<file path="src/rtl/abkf_pkg.sv">
package abkf_pkg;

   localparam int DATA_WIDTH_DEF = 32;
   localparam int FRAC_COV = 28;
   localparam int CFG_WIDTH = 31;
   localparam int ADDR_WIDTH = 4;

   // register indexes, byte address is 4 * index
   localparam logic [1:0] REG_ANGLE_NOISE = 2'd0;
   localparam logic [1:0] REG_BIAS_NOISE  = 2'd1;
   localparam logic [1:0] REG_MEAS_NOISE  = 2'd2;
   localparam logic [1:0] REG_SAMPLE_DT   = 2'd3;

   typedef struct packed {
      logic signed [31:0] accel_angle;
      logic signed [31:0] gyro_rate;
   } req_type;

   typedef struct packed {
      logic signed [31:0] fused_angle;
      logic signed [31:0] corrected_rate;
   } rsp_type;

   typedef struct packed {
      logic [CFG_WIDTH-1:0] angle_process_noise;
      logic [CFG_WIDTH-1:0] bias_process_noise;
      logic [CFG_WIDTH-1:0] measure_noise;
      logic [CFG_WIDTH-1:0] sample_period;
   } cfg_type;

   // sequencer steps, in execution order
   localparam logic [4:0] S_BIASE = 5'd0;
   localparam logic [4:0] S_ANGP  = 5'd1;
   localparam logic [4:0] S_DAA1  = 5'd2;
   localparam logic [4:0] S_DAA2  = 5'd3;
   localparam logic [4:0] S_CAAP  = 5'd4;
   localparam logic [4:0] S_PB    = 5'd5;
   localparam logic [4:0] S_CABP  = 5'd6;
   localparam logic [4:0] S_CBBP  = 5'd7;
   localparam logic [4:0] S_ERR   = 5'd8;
   localparam logic [4:0] S_K0    = 5'd9;
   localparam logic [4:0] S_K1    = 5'd10;
   localparam logic [4:0] S_C1    = 5'd11;
   localparam logic [4:0] S_C2    = 5'd12;
   localparam logic [4:0] S_C3    = 5'd13;
   localparam logic [4:0] S_C4    = 5'd14;
   localparam logic [4:0] S_C5    = 5'd15;
   localparam logic [4:0] S_C6    = 5'd16;
   localparam logic [4:0] S_FIRST = S_BIASE;
   localparam logic [4:0] S_LAST  = S_C6;

   localparam logic [1:0] KIND_ADD = 2'd0;
   localparam logic [1:0] KIND_MUL = 2'd1;
   localparam logic [1:0] KIND_DIV = 2'd2;

   typedef struct packed {
      logic       load;
      logic       start;
      logic       wb;
      logic       out_load;
      logic [4:0] step;
   } cmd_type;

   typedef struct packed {
      logic mul_done;
      logic div_done;
   } stat_type;

   function automatic logic [1:0] step_kind(input logic [4:0] step);
      case (step)
         S_BIASE, S_DAA1, S_DAA2, S_PB, S_ERR: step_kind = KIND_ADD;
         S_K0, S_K1: step_kind = KIND_DIV;
         default: step_kind = KIND_MUL;
      endcase
   endfunction

endpackage

</file>
<file path="src/rtl/abkf_csr.sv">
module abkf_csr (
   input  logic                            clock,
   input  logic                            reset,
   input  logic                            psel,
   input  logic                            penable,
   input  logic                            pwrite,
   input  logic [abkf_pkg::ADDR_WIDTH-1:0] paddr,
   input  logic [31:0]                     pwdata,
   output logic [31:0]                     prdata,
   output logic                            pready,
   output abkf_pkg::cfg_type               cfg
);

   abkf_pkg::cfg_type cfg_ff, cfg_in;
   logic [1:0] idx;

   assign idx = paddr[3:2];
   assign pready = 1'b1;

   always_comb begin
      cfg_in = cfg_ff;
      if (psel && penable && pwrite) begin
         case (idx)
            abkf_pkg::REG_ANGLE_NOISE:
               cfg_in.angle_process_noise = pwdata[abkf_pkg::CFG_WIDTH-1:0];
            abkf_pkg::REG_BIAS_NOISE:
               cfg_in.bias_process_noise = pwdata[abkf_pkg::CFG_WIDTH-1:0];
            abkf_pkg::REG_MEAS_NOISE:
               cfg_in.measure_noise = pwdata[abkf_pkg::CFG_WIDTH-1:0];
            abkf_pkg::REG_SAMPLE_DT:
               cfg_in.sample_period = pwdata[abkf_pkg::CFG_WIDTH-1:0];
            default: cfg_in = cfg_ff;
         endcase
      end
   end

   always_comb begin
      case (idx)
         abkf_pkg::REG_ANGLE_NOISE: prdata = {1'b0, cfg_ff.angle_process_noise};
         abkf_pkg::REG_BIAS_NOISE: prdata = {1'b0, cfg_ff.bias_process_noise};
         abkf_pkg::REG_MEAS_NOISE: prdata = {1'b0, cfg_ff.measure_noise};
         abkf_pkg::REG_SAMPLE_DT: prdata = {1'b0, cfg_ff.sample_period};
         default: prdata = '0;
      endcase
   end

   always_ff @(posedge clock) begin
      if (reset) begin
         cfg_ff.angle_process_noise <= 31'd268435;
         cfg_ff.bias_process_noise <= 31'd805306;
         cfg_ff.measure_noise <= 31'd134217728;
         cfg_ff.sample_period <= 31'd5368709;
      end else begin
         cfg_ff <= cfg_in;
      end
   end

   assign cfg = cfg_ff;

endmodule

</file>
<file path="src/rtl/abkf_ctrl.sv">
module abkf_ctrl (
   input  logic                clock,
   input  logic                reset,
   input  logic                req_valid,
   output logic                req_ready,
   output logic                rsp_valid,
   input  logic                rsp_ready,
   input  abkf_pkg::stat_type  stat,
   output abkf_pkg::cmd_type   cmd
);

   localparam logic [1:0] ST_IDLE  = 2'd0;
   localparam logic [1:0] ST_ISSUE = 2'd1;
   localparam logic [1:0] ST_WAIT  = 2'd2;
   localparam logic [1:0] ST_OUT   = 2'd3;

   logic [1:0] state_ff, state_in;
   logic [4:0] step_ff, step_in;
   logic       rsp_valid_ff, rsp_valid_in;
   logic [1:0] kind;
   logic       advance;

   assign kind = abkf_pkg::step_kind(step_ff);
   assign req_ready = (state_ff == ST_IDLE);
   assign rsp_valid = rsp_valid_ff;

   always_comb begin
      state_in = state_ff;
      step_in = step_ff;
      rsp_valid_in = rsp_valid_ff && !rsp_ready;
      advance = 1'b0;
      cmd = '0;
      cmd.step = step_ff;
      case (state_ff)
         ST_IDLE: begin
            if (req_valid) begin
               cmd.load = 1'b1;
               step_in = abkf_pkg::S_FIRST;
               state_in = ST_ISSUE;
            end
         end
         ST_ISSUE: begin
            if (kind == abkf_pkg::KIND_ADD) begin
               cmd.wb = 1'b1;
               advance = 1'b1;
            end else begin
               cmd.start = 1'b1;
               state_in = ST_WAIT;
            end
         end
         ST_WAIT: begin
            if ((kind == abkf_pkg::KIND_MUL && stat.mul_done) ||
                (kind == abkf_pkg::KIND_DIV && stat.div_done)) begin
               cmd.wb = 1'b1;
               advance = 1'b1;
            end
         end
         ST_OUT: begin
            if (!rsp_valid_ff || rsp_ready) begin
               cmd.out_load = 1'b1;
               rsp_valid_in = 1'b1;
               state_in = ST_IDLE;
            end
         end
         default: state_in = ST_IDLE;
      endcase
      if (advance) begin
         if (step_ff == abkf_pkg::S_LAST) begin
            state_in = ST_OUT;
         end else begin
            step_in = step_ff + 5'd1;
            state_in = ST_ISSUE;
         end
      end
   end

   always_ff @(posedge clock) begin
      if (reset) begin
         state_ff <= ST_IDLE;
         step_ff <= abkf_pkg::S_FIRST;
         rsp_valid_ff <= 1'b0;
      end else begin
         state_ff <= state_in;
         step_ff <= step_in;
         rsp_valid_ff <= rsp_valid_in;
      end
   end

   a_start_pulse: assert property (@(posedge clock) disable iff (reset)
      cmd.start |=> !cmd.start)
      else $error("unit start held for more than one cycle");

   a_accept_busy: assert property (@(posedge clock) disable iff (reset)
      (req_valid && req_ready) |=> !req_ready)
      else $error("input taken while a sample is in flight");

   a_done_in_wait: assert property (@(posedge clock) disable iff (reset)
      (stat.mul_done || stat.div_done) |-> (state_ff == ST_WAIT))
      else $error("unit finished outside of wait state");

endmodule

</file>
<file path="src/rtl/abkf_datapath.sv">
module abkf_datapath #(
   parameter int DATA_WIDTH = abkf_pkg::DATA_WIDTH_DEF
) (
   input  logic                clock,
   input  logic                reset,
   input  abkf_pkg::cmd_type   cmd,
   input  abkf_pkg::cfg_type   cfg,
   input  abkf_pkg::req_type   req_data,
   output abkf_pkg::stat_type  stat,
   output abkf_pkg::rsp_type   rsp_data
);

   localparam int W = DATA_WIDTH;
   localparam int OW = (W > 32) ? W : 32;
   localparam int ND = (OW + 15) / 16;
   localparam int MBW = ND * 16;
   localparam int AW = OW + MBW + 1;
   localparam int MCW = $clog2(ND);
   localparam int DV = W + abkf_pkg::FRAC_COV;
   localparam int DCW = $clog2(DV);

   localparam logic signed [OW:0] SMAXX = $signed({{(OW - W + 2){1'b0}}, {(W - 1){1'b1}}});
   localparam logic signed [OW:0] SMINX = ~SMAXX;
   localparam logic signed [W-1:0] WMAX = {1'b0, {(W - 1){1'b1}}};
   localparam logic signed [W-1:0] WMIN = {1'b1, {(W - 1){1'b0}}};
   localparam logic signed [W-1:0] ONE_W = (W > 29) ? (W'(1) << abkf_pkg::FRAC_COV) : WMAX;
   localparam logic signed [OW:0] L32MAX = (OW + 1)'(33'sh07FFFFFFF);
   localparam logic signed [OW:0] L32MIN = ~L32MAX;
   localparam logic [AW-1:0] RND = AW'(1) << (abkf_pkg::FRAC_COV - 1);
   localparam logic [AW-1:0] MLIMP = AW'({(W - 1){1'b1}});
   localparam logic [AW-1:0] MLIMN = MLIMP + AW'(1);
   localparam logic [DV-1:0] DLIMP = DV'({(W - 1){1'b1}});
   localparam logic [DV-1:0] DLIMN = DLIMP + DV'(1);

   function automatic logic signed [W-1:0] sat_w(input logic signed [OW:0] v);
      if (v > SMAXX) sat_w = WMAX;
      else if (v < SMINX) sat_w = WMIN;
      else sat_w = v[W-1:0];
   endfunction

   function automatic logic signed [W-1:0] add_sat(input logic signed [OW-1:0] a,
                                                  input logic signed [OW-1:0] b,
                                                  input logic sub);
      logic signed [OW:0] ax;
      logic signed [OW:0] bx;
      ax = a;
      bx = b;
      add_sat = sat_w(sub ? ax - bx : ax + bx);
   endfunction

   function automatic logic signed [31:0] sat32(input logic signed [OW:0] v);
      if (v > L32MAX) sat32 = 32'sh7FFFFFFF;
      else if (v < L32MIN) sat32 = 32'sh80000000;
      else sat32 = v[31:0];
   endfunction

   function automatic logic [OW-1:0] mag_of(input logic signed [OW-1:0] v);
      mag_of = v[OW-1] ? (~v + 1'b1) : v;
   endfunction

   // filter state and step scratch
   logic signed [W-1:0] ang_ff, ang_in, bias_ff, bias_in;
   logic signed [W-1:0] caa_ff, caa_in, cab_ff, cab_in, cba_ff, cba_in, cbb_ff, cbb_in;
   logic signed [W-1:0] tmp_ff, tmp_in, err_ff, err_in, den_ff, den_in;
   logic signed [W-1:0] k0_ff, k0_in, k1_ff, k1_in, t0_ff, t0_in, t1_ff, t1_in;
   logic signed [31:0]  gyro_ff, accel_ff;
   abkf_pkg::rsp_type   rsp_ff;

   logic signed [OW-1:0] ang_x, bias_x, caa_x, cab_x, cba_x, cbb_x, tmp_x;
   logic signed [OW-1:0] err_x, k0_x, k1_x, t0_x, t1_x;
   logic signed [OW-1:0] gyro_x, accel_x, apn_x, bpn_x, mn_x, dt_x, mres_x;

   assign ang_x = ang_ff;
   assign bias_x = bias_ff;
   assign caa_x = caa_ff;
   assign cab_x = cab_ff;
   assign cba_x = cba_ff;
   assign cbb_x = cbb_ff;
   assign tmp_x = tmp_ff;
   assign err_x = err_ff;
   assign k0_x = k0_ff;
   assign k1_x = k1_ff;
   assign t0_x = t0_ff;
   assign t1_x = t1_ff;
   assign gyro_x = gyro_ff;
   assign accel_x = accel_ff;
   assign apn_x = signed'(OW'(cfg.angle_process_noise));
   assign bpn_x = signed'(OW'(cfg.bias_process_noise));
   assign mn_x = signed'(OW'(cfg.measure_noise));
   assign dt_x = signed'(OW'(cfg.sample_period));

   // shared multiplier: 16-bit digit of the second operand per cycle
   logic [OW-1:0]   ma_ff;
   logic [MBW-1:0]  mb_ff;
   logic            mneg_ff, mbusy_ff, mdone_ff;
   logic [MCW-1:0]  mcnt_ff;
   logic [AW-1:0]   acc_ff;
   logic signed [OW-1:0] opa, opb;
   logic [15:0]     digit;
   logic [OW+15:0]  pp;
   logic [MCW+3:0]  shamt;
   logic [AW-1:0]   msh, mcl;
   logic signed [W-1:0] mres;

   always_comb begin
      case (cmd.step)
         abkf_pkg::S_CBBP: begin opa = bpn_x; opb = dt_x; end
         abkf_pkg::S_C1: begin opa = t0_x; opb = k0_x; end
         abkf_pkg::S_C2: begin opa = t1_x; opb = k0_x; end
         abkf_pkg::S_C3: begin opa = t0_x; opb = k1_x; end
         abkf_pkg::S_C4: begin opa = t1_x; opb = k1_x; end
         abkf_pkg::S_C5: begin opa = err_x; opb = k0_x; end
         abkf_pkg::S_C6: begin opa = err_x; opb = k1_x; end
         default: begin opa = tmp_x; opb = dt_x; end
      endcase
   end

   assign digit = mb_ff[16*mcnt_ff +: 16];
   assign pp = ma_ff * digit;
   assign shamt = {mcnt_ff, 4'b0000};
   assign msh = (acc_ff + RND) >> abkf_pkg::FRAC_COV;
   assign mcl = (msh > (mneg_ff ? MLIMN : MLIMP)) ? (mneg_ff ? MLIMN : MLIMP) : msh;
   assign mres = mneg_ff ? (~mcl[W-1:0] + 1'b1) : mcl[W-1:0];
   assign mres_x = mres;

   always_ff @(posedge clock) begin
      if (reset) begin
         mbusy_ff <= 1'b0;
         mdone_ff <= 1'b0;
      end else begin
         mdone_ff <= 1'b0;
         if (cmd.start && abkf_pkg::step_kind(cmd.step) == abkf_pkg::KIND_MUL) begin
            mbusy_ff <= 1'b1;
         end else if (mbusy_ff && mcnt_ff == MCW'(ND - 1)) begin
            mbusy_ff <= 1'b0;
            mdone_ff <= 1'b1;
         end
      end
   end

   always_ff @(posedge clock) begin
      if (cmd.start) begin
         ma_ff <= mag_of(opa);
         mb_ff <= MBW'(mag_of(opb));
         mneg_ff <= opa[OW-1] ^ opb[OW-1];
         acc_ff <= '0;
         mcnt_ff <= '0;
      end else if (mbusy_ff) begin
         acc_ff <= acc_ff + (AW'(pp) << shamt);
         mcnt_ff <= mcnt_ff + MCW'(1);
      end
   end

   // gain divider: restoring, one quotient bit per cycle
   logic [DV-1:0]  dvd_ff, quo_ff, dcl;
   logic [W-1:0]   rem_ff;
   logic [W:0]     rtrial, rdiff;
   logic           dneg_ff, dbusy_ff, ddone_ff, qbit;
   logic [DCW-1:0] dcnt_ff;
   logic signed [W-1:0] num, dres;
   logic [OW-1:0]  nmag;

   assign num = (cmd.step == abkf_pkg::S_K1) ? cba_ff : caa_ff;
   assign nmag = mag_of(OW'(num));
   assign rtrial = {rem_ff, dvd_ff[DV-1]};
   assign rdiff = rtrial - {1'b0, den_ff};
   assign qbit = (rtrial >= {1'b0, den_ff});
   assign dcl = (quo_ff > (dneg_ff ? DLIMN : DLIMP)) ? (dneg_ff ? DLIMN : DLIMP) : quo_ff;
   assign dres = dneg_ff ? (~dcl[W-1:0] + 1'b1) : dcl[W-1:0];

   always_ff @(posedge clock) begin
      if (reset) begin
         dbusy_ff <= 1'b0;
         ddone_ff <= 1'b0;
      end else begin
         ddone_ff <= 1'b0;
         if (cmd.start && abkf_pkg::step_kind(cmd.step) == abkf_pkg::KIND_DIV) begin
            if (den_ff > 0) dbusy_ff <= 1'b1;
            else ddone_ff <= 1'b1;
         end else if (dbusy_ff && dcnt_ff == DCW'(DV - 1)) begin
            dbusy_ff <= 1'b0;
            ddone_ff <= 1'b1;
         end
      end
   end

   always_ff @(posedge clock) begin
      if (cmd.start) begin
         dvd_ff <= {nmag[W-1:0], {abkf_pkg::FRAC_COV{1'b0}}};
         rem_ff <= '0;
         quo_ff <= '0;
         dcnt_ff <= '0;
         dneg_ff <= num[W-1];
      end else if (dbusy_ff) begin
         dvd_ff <= {dvd_ff[DV-2:0], 1'b0};
         rem_ff <= qbit ? rdiff[W-1:0] : rtrial[W-1:0];
         quo_ff <= {quo_ff[DV-2:0], qbit};
         dcnt_ff <= dcnt_ff + DCW'(1);
      end
   end

   assign stat.mul_done = mdone_ff;
   assign stat.div_done = ddone_ff;

   // step write-back
   always_comb begin
      ang_in = ang_ff; bias_in = bias_ff;
      caa_in = caa_ff; cab_in = cab_ff; cba_in = cba_ff; cbb_in = cbb_ff;
      tmp_in = tmp_ff; err_in = err_ff; den_in = den_ff;
      k0_in = k0_ff; k1_in = k1_ff; t0_in = t0_ff; t1_in = t1_ff;
      if (cmd.wb) begin
         case (cmd.step)
            abkf_pkg::S_BIASE: tmp_in = add_sat(gyro_x, bias_x, 1'b1);
            abkf_pkg::S_ANGP: ang_in = add_sat(ang_x, mres_x, 1'b0);
            abkf_pkg::S_DAA1: tmp_in = add_sat(apn_x, cab_x, 1'b1);
            abkf_pkg::S_DAA2: tmp_in = add_sat(tmp_x, cba_x, 1'b1);
            abkf_pkg::S_CAAP: caa_in = add_sat(caa_x, mres_x, 1'b0);
            abkf_pkg::S_PB: tmp_in = add_sat('0, cbb_x, 1'b1);
            abkf_pkg::S_CABP: begin
               cab_in = add_sat(cab_x, mres_x, 1'b0);
               cba_in = add_sat(cba_x, mres_x, 1'b0);
            end
            abkf_pkg::S_CBBP: cbb_in = add_sat(cbb_x, mres_x, 1'b0);
            abkf_pkg::S_ERR: begin
               err_in = add_sat(accel_x, ang_x, 1'b1);
               den_in = add_sat(mn_x, caa_x, 1'b0);
               t0_in = caa_ff;
               t1_in = cab_ff;
            end
            abkf_pkg::S_K0: k0_in = dres;
            abkf_pkg::S_K1: k1_in = dres;
            abkf_pkg::S_C1: caa_in = add_sat(caa_x, mres_x, 1'b1);
            abkf_pkg::S_C2: cab_in = add_sat(cab_x, mres_x, 1'b1);
            abkf_pkg::S_C3: cba_in = add_sat(cba_x, mres_x, 1'b1);
            abkf_pkg::S_C4: cbb_in = add_sat(cbb_x, mres_x, 1'b1);
            abkf_pkg::S_C5: ang_in = add_sat(ang_x, mres_x, 1'b0);
            abkf_pkg::S_C6: bias_in = add_sat(bias_x, mres_x, 1'b0);
            default: tmp_in = tmp_ff;
         endcase
      end
   end

   always_ff @(posedge clock) begin
      if (reset) begin
         ang_ff <= '0;
         bias_ff <= '0;
         caa_ff <= ONE_W;
         cab_ff <= '0;
         cba_ff <= '0;
         cbb_ff <= ONE_W;
      end else begin
         ang_ff <= ang_in;
         bias_ff <= bias_in;
         caa_ff <= caa_in;
         cab_ff <= cab_in;
         cba_ff <= cba_in;
         cbb_ff <= cbb_in;
      end
   end

   always_ff @(posedge clock) begin
      tmp_ff <= tmp_in;
      err_ff <= err_in;
      den_ff <= den_in;
      k0_ff <= k0_in;
      k1_ff <= k1_in;
      t0_ff <= t0_in;
      t1_ff <= t1_in;
      if (cmd.load) begin
         gyro_ff <= req_data.gyro_rate;
         accel_ff <= req_data.accel_angle;
      end
      if (cmd.out_load) begin
         rsp_ff.fused_angle <= sat32((OW + 1)'(ang_x));
         rsp_ff.corrected_rate <= sat32((OW + 1)'(gyro_x) - (OW + 1)'(bias_x));
      end
   end

   assign rsp_data = rsp_ff;

endmodule

</file>
<file path="src/rtl/angle_bias_kalman_filter.sv">
// two-state tilt angle / gyro bias kalman filter
//
// req channel: one word per imu sample (accel tilt angle and gyro rate, q16.16)
// rsp channel: one word per sample (fused angle and bias-corrected rate, q16.16)
// csr port: apb-style, registers at byte 0x0 angle noise, 0x4 bias noise,
//   0x8 measurement noise, 0xc sample period (all q3.28, 31 bits); pready tied high
//
// each sample runs an accept, 5 add steps, 10 multiply steps, 2 divide steps and an
// output; a multiply works through nd = ceil(max(DATA_WIDTH,32)/16) digits and a
// divide through DATA_WIDTH + 28 quotient bits
// the two gain divisions (one quotient bit per cycle) dominate, followed by the
// shared multiplier taking one 16-bit digit per cycle
// one sample is in flight at a time; req_ready is high only when the sequencer is idle
// a finished word sits in the output register; if the receiver stalls, the next
// sample may be taken and processed, and its result waits until the register frees
// reset (synchronous) clears angle and bias, sets both diagonal covariances to one,
// and restores the default noise and period registers
module angle_bias_kalman_filter #(
   parameter int DATA_WIDTH = abkf_pkg::DATA_WIDTH_DEF
) (
   input  logic                            clock,
   input  logic                            reset,
   // sample input
   input  logic                            req_valid,
   output logic                            req_ready,
   input  abkf_pkg::req_type               req_data,
   // filtered output
   output logic                            rsp_valid,
   input  logic                            rsp_ready,
   output abkf_pkg::rsp_type               rsp_data,
   // configuration
   input  logic                            psel,
   input  logic                            penable,
   input  logic                            pwrite,
   input  logic [abkf_pkg::ADDR_WIDTH-1:0] paddr,
   input  logic [31:0]                     pwdata,
   output logic [31:0]                     prdata,
   output logic                            pready
);

   abkf_pkg::cfg_type  cfg;
   abkf_pkg::cmd_type  cmd;
   abkf_pkg::stat_type stat;

   // noise and period registers
   abkf_csr u_csr (
      .clock   (clock),
      .reset   (reset),
      .psel    (psel),
      .penable (penable),
      .pwrite  (pwrite),
      .paddr   (paddr),
      .pwdata  (pwdata),
      .prdata  (prdata),
      .pready  (pready),
      .cfg     (cfg)
   );

   // step sequencer and handshakes
   abkf_ctrl u_ctrl (
      .clock     (clock),
      .reset     (reset),
      .req_valid (req_valid),
      .req_ready (req_ready),
      .rsp_valid (rsp_valid),
      .rsp_ready (rsp_ready),
      .stat      (stat),
      .cmd       (cmd)
   );

   // filter state, shared multiplier, gain divider, output register
   abkf_datapath #(
      .DATA_WIDTH (DATA_WIDTH)
   ) u_datapath (
      .clock    (clock),
      .reset    (reset),
      .cmd      (cmd),
      .cfg      (cfg),
      .req_data (req_data),
      .stat     (stat),
      .rsp_data (rsp_data)
   );

endmodule

</file>
<file path="config.mk">
export PLATFORM = sky130hd
export DESIGN_NAME = angle_bias_kalman_filter
export DESIGN_NICKNAME = d
export VERILOG_FILES = /design/src/rtl/abkf_pkg.sv /design/src/rtl/abkf_csr.sv /design/src/rtl/abkf_ctrl.sv /design/src/rtl/abkf_datapath.sv /design/src/rtl/angle_bias_kalman_filter.sv
export SDC_FILE = /design/constraint.sdc
export NUM_CORES = 2
export LEC_CHECK = 0
export ABC_AREA = 1
export ABC_CLOCK_PERIOD_IN_PS = 14500
export BUFFER_PORTS_ARGS = -buffer_cell sky130_fd_sc_hd__buf_2
export CAP_MARGIN = 25
export CORE_ASPECT_RATIO = 1.4
export CORE_UTILIZATION = 55
export DETAILED_ROUTE_END_ITERATION = 10
export PLACE_DENSITY = 0.7
export SKIP_LAST_GASP = 1
export SYNTH_ARGS = -nofsm -noshare
export SYNTH_HDL_FRONTEND = slang
export SYNTH_SLANG_ARGS = --single-unit
</file>
<file path="constraint.sdc">
create_clock -name clock -period 14.5 [get_ports clock]
set_input_delay 1.45 -clock clock [delete_from_list [all_inputs] [get_ports clock]]
set_output_delay 1.45 -clock clock [all_outputs]
set_load 0.02 [all_outputs]
</file>
Yosys cells after proc, flatten, opt, wreduce, memory -nomap -nowiden. Index checks and enable logic that the tools add are counted. Widths: inputs -> output; s select.

Bits in registers: 942. Bits of input ports: 107. Word-level logic and storage cells: 280.

$add $sub $neg: 27. Multipliers: 1. Magnitude comparators: 38. Equality and inequality tests: 31. Shifts and indexed selects: 2. Mux-type cells: 84. Bitwise operators: 6. Reductions and logical operators: 51.

Operators by type and width (number): $mux 32 (40); $gt 33x32->1 const B (16); $lt 33x32->1 const B (16); $pmux 32 s4 (3); $pmux 32 s2 (5); $sub 32x32->33 (8); $add 32x32->33 (7); $add 32x1->32 const B (5); $not 32->32 (5); $mux 60 (2); $add 65x28->65 const B (1); $add 65x65->65 (1); $shl 48x5->65 (1); $mux 31 (2); $gt 60x32->1 (1); $mul 32x16->48 (1); $eq 5x4->1 const B (8); $gt 37x32->1 (1); $ge 33x32->1 (1); $sub 1x32->33 const A (1); $gt 32x1->1 const B (1); $gt 32x32->1 const B (1); $lt 32x32->1 const B (1); $shiftx 32x6->16 (1); 33 further kinds (111).

Longest topological paths before layout.
Depth in word-level cells: 11. Depth in mapped cells: 55. Mapped depth without buffers: 53.

Cells and area by module. From an unflattened synthesis, not the netlist that was laid out.

Cells, all modules: 13806. Area, all modules: 96025.8 µm².

Modules (own cells, without submodules): abkf_datapath (instances 1, cells each 12834, area each 89739.8 µm², sequential area each 20719.9 µm²); abkf_csr (instances 1, cells each 860, area each 5561.6 µm², sequential area each 2482.4 µm²); abkf_ctrl (instances 1, cells each 112, area each 724.4 µm², sequential area each 160.2 µm²).

Worst setup path before layout. Ideal clock, no wire load.

Path kind: register -> register. From: register u_datapath.mcnt_ff. To: register u_datapath.acc_ff[57]. Library setup time: 0.115 ns. Data arrival time: 8.059 ns. Slack: 6.326 ns. Cell stages (with the launch flop): 46. Path buffers: 2. Cell sequence: dfxtp_1 -> inv_1 -> clkbuf_1 -> or2_2 -> nand2_1 -> inv_1 -> clkbuf_1 -> nand2_1 -> fa_1 -> inv_1 -> fa_1 -> inv_1 -> fa_1 -> inv_1 -> fa_1 -> inv_1 -> fa_1 -> inv_1 -> [... 10 more ...] -> or2_2 -> nand3_1 -> o21ai_0 -> ha_1 -> a21oi_1 -> inv_1 -> a31oi_1 -> o21a_1 -> inv_1 -> a21oi_1 -> nand3_1 -> nand2_1 -> o211ai_1 -> nand2_1 -> nand2_1 -> xor2_1 -> o21ai_0 -> inv_1.

Word-level cells in the longest chain between the ends: 4.

RTL lines: start: declaration (RTL line abkf_datapath.sv:96) `logic [MCW-1:0] mcnt_ff;`; start signal: assignment (RTL line abkf_datapath.sv:150) `mcnt_ff <= mcnt_ff + MCW'(1);`; $shiftx 32x6->16 (RTL line abkf_datapath.sv:118) `assign digit = mb_ff[16*mcnt_ff +: 16];`; $mul 32x16->48 (RTL line abkf_datapath.sv:119) `assign pp = ma_ff * digit;`; $shl 48x5->65 (*) (RTL line abkf_datapath.sv:149) `acc_ff <= acc_ff + (AW'(pp) << shamt);`; $add 65x65->65 (*) (RTL line abkf_datapath.sv:149); end signal: assignment (RTL line abkf_datapath.sv:149); end: declaration (RTL line abkf_datapath.sv:97) `logic [AW-1:0] acc_ff;`.

Every way passes the cells marked *; elsewhere a longest branch is shown, timed or not. A chain may end at the register's enable or synchronous reset.

Final worst setup path.
From: register u_datapath.acc_ff[27]. To: register u_datapath.cab_ff[26].

Word-level cells in the longest chain between the ends: 11. Elaborated cells between the ends (all ways): 17.

RTL lines: $add 65x28->65 (*) (RTL line abkf_datapath.sv:121) `assign msh = (acc_ff + RND) >> abkf_pkg::FRAC_COV;`; $gt 37x32->1 (RTL line abkf_datapath.sv:122) `assign mcl = (msh > (mneg_ff ? MLIMN : MLIMP)) ? (mneg_ff ? MLIMN : MLIMP) : msh;`; $mux 32 (*) (RTL line abkf_datapath.sv:122); $not 32->32 (RTL line abkf_datapath.sv:123) `assign mres = mneg_ff ? (~mcl[W-1:0] + 1'b1) : mcl[W-1:0];`; $add 32x1->32 (RTL line abkf_datapath.sv:123); $mux 32 (*) (RTL line abkf_datapath.sv:123); $sub 32x32->33 or $add 32x32->33 (tied branches); $lt 33x32->1 (RTL line abkf_datapath.sv:37) `else if (v < SMINX) sat_w = WMIN;`; $mux 32 (RTL line abkf_datapath.sv:37); $mux 32 (RTL line abkf_datapath.sv:36) `if (v > SMAXX) sat_w = WMAX;`; $pmux 32 s2 (*) (RTL line abkf_datapath.sv:212) `case (cmd.step)`; end signal: assignment (RTL line abkf_datapath.sv:255) `cab_ff <= cab_in;`; end: declaration (RTL line abkf_datapath.sv:63) `logic signed [W-1:0] caa_ff, caa_in, cab_ff, cab_in, cba_ff, cba_in, cbb_ff, cbb_in;`.

Marks and branches as above.

==> metrics.txt <==
core area=172000 um2; std cell rows=180; # H-tree levels=3; WL/cell=25.8 um; Slew @ Worst Pin=1.27 ns; WS Path Type=reg -> reg; post-CTS setup buffer count=0; Root Buffer=clkbuf_16; initial antenna violation count=43; DR vias/cell=6.04; Worst path slowest cell=nor2_4; synthesis-to-finish area growth=7.80%; post-synth cell types=73; crit path time final=11.18 ns; Synth area leader=edfxtp_1; main area contributors after synthesis=edfxtp_1, nand2_1, ha_1; Starting Density=55.4%; Worst Path Required=15.23 ns; final instance area=103000 um2; vias in the first global route=93400; die area=175000 um2; Clk pin slew, worst setup/hold paths=0.07 ns; DRC errors left=0; hold buffer count at CTS=0; share of the synthesized area in the top cell type=14.2%; GRT busiest layer=met2; TritonCTS Sinks=942; top-count cell post-synth=nand2_1; CP endpoint kind=flop; fmax=89.5 MHz; Most used DFF post-synth=dfxtp_1; largest stage delay on the critical path=0.71 ns; WL final=414000 um; crit path max fanout=40; total number of vias=96800; layout cells sized above 1=5.35%; Top cell by count, worst path=nand2_1; count of final setup violators=0; met3 global-route usage=10.8%; post-synthesis sequential area ratio=24.5%; Clock Latency Late Sink=0.87 ns; die height=494 um; Hold WC Path Type=reg -> reg; Bufs on Longest Clock Path=3; worst path arrival time=11.91 ns; fin nets=15000; critical path launch point type=flop; Post-CTS Resized=0; Mapped Cells=13700; post-route ant nets=0; Post-synth EDFFs=450; syn avg cell area=6.96 um2; GR Util met1=47.1%; mapped cell area=95200 um2; Final GP Congestion=1.17; synth warn=0; Setup Skew=0.114 ns; Hold Vio Cnt, Final=0; utilization after layout=59.7%; port buffer count=200; fin. max-slew vios=0; max-cap viol count=0; gr ovfl total=0; Detail Placement HPWL=325000 um; DRT iter0 DRCs=10500; M2 GR Usage=74.7%; # IOs=206; first-pass GRT wire length=596000 um; largest net degree at the start of global routing=129; Post-synth ARST share=0%; Sequential Area=23400 um2; Synth top cells by count=nand2_1, inv_1, nor2_1; Multi-input gate area=62300 um2; CTS tree=done; Setup TNS Final=0 ns; CTS Buf Count=102; Die Width=354 um; fill count=16000; Mapped Nets=15000; drt pass-1 iters=7; instance area after placement=98400 um2; outcome=finished, final reports clean; Rel. slew slack=15.0%; RSZ-0062 raised after global routing=false; gr usage total=46.3%; flops & latches, synth=942; fin crit share=77.1%
-- worst paths after layout --
| path | start | endpoint | slack (ns) | cells after the start |
|---|---|---|---|---|
| setup / recovery | u_datapath.acc_ff[27]$_SDFFE_PP0P_ | u_datapath.cab_ff[26]$_SDFFE_PP0P_ | 3.32 | 41 |
| hold / removal | u_datapath.quo_ff[59]$_SDFFE_PP0P_ | u_datapath.quo_ff[59]$_SDFFE_PP0P_ | 0.48 | 2 |
| setup reg to reg | u_datapath.acc_ff[27]$_SDFFE_PP0P_ | u_datapath.cab_ff[26]$_SDFFE_PP0P_ | 3.32 | 41 |
| hold reg to reg | u_datapath.quo_ff[59]$_SDFFE_PP0P_ | u_datapath.quo_ff[59]$_SDFFE_PP0P_ | 0.48 | 2 |
-- flip-flops by register name, indices dropped and copies added (netlist names), 60 cells and up --
register,count
u_csr.cfg,124
u_datapath.rsp_data,64
u_datapath.quo_ff,60
u_datapath.acc_ff,65
-- cell type report --
type / instances / area share (%)
Inverter: 2031 / 7.43
Tap cell: 2275 / 2.77
Timing Repair Buffer: 361 / 2.60
Multi-Input combinational cell: 10200 / 60.7
Sequential cell: 942 / 22.8
Clock inverter: 80 / 1.07
Clock buffer: 114 / 2.58
Antenna cell: 38 / 0.0926
-- critical path: cells and delay by family (launching register included) --
kind | cells | cell delay [ns]
compound gates | 8 | 1.88
xor+xnor | 2 | 0.33
fa+ha+maj | 3 | 1.16
buf+inv | 5 | 1.44
flops | 1 | 0.58
simple gates | 23 | 5.54
-- cell families (layout without fill, tap and decap cells) --
kind of cell    after synthesis  count (layout)  synth area share [%]
buf+inv                    2532            2586                  10.2
compound gates             2614            2614                  15.2
other cells                   2              40               0.00789
xor+xnor                    662             662                  6.09
flops                       942             942                  24.5
simple gates               5687            5687                  24.3
fa+ha+maj                  1235            1235                  19.7
-- routing by layer --
| metal | wire, um | up-vias |
|---|---|---|
| li1 | - | 44200 |
| met1 | 135000 | 45100 |
| met2 | 186000 | 5504 |
| met3 | 36900 | 1920 |
| met4 | 56100 | 20 |
| met5 | 118 | - |
-- layout by cell type (no fill, tap or decap), drive strengths merged, types with 28 or more instances in the layout --
cell,instances
nand2,3102
inv,2036
nor2,1647
a21oi,1087
o21ai,955
ha,800
nand3,533
dfxtp,492
xor2,473
edfxtp,450
fa,435
buf,354
xnor2,189
nand4,139
clkbuf,121
nor3,114
o22ai,92
a31oi,87
o21a,79
or2,64
o211ai,60
nor4,50
clkinv,44
a21boi,41
diode,38
a21o,33
o21bai,28
-- through the flow --
| stage | hold WS (ns) | setup slack, ns | std cells |
|---|---|---|---|
| 6_report | 0.478 | 3.32 | 16000 |
| 5_1_grt | 0.491 | 2.96 | 16000 |
| 4_1_cts | 0.477 | 3.63 | 16000 |
| 3_5_place_dp | 0.460 | 3.74 | 15800 |
| 3_3_place_gp | 0.447 | 3.53 | 15800 |
| 2_1_floorplan | 0.429 | 6.33 | 13700 |
Power is not shown: default switching activity piles up to over one toggle a cycle in this logic, so the estimate is an artifact.
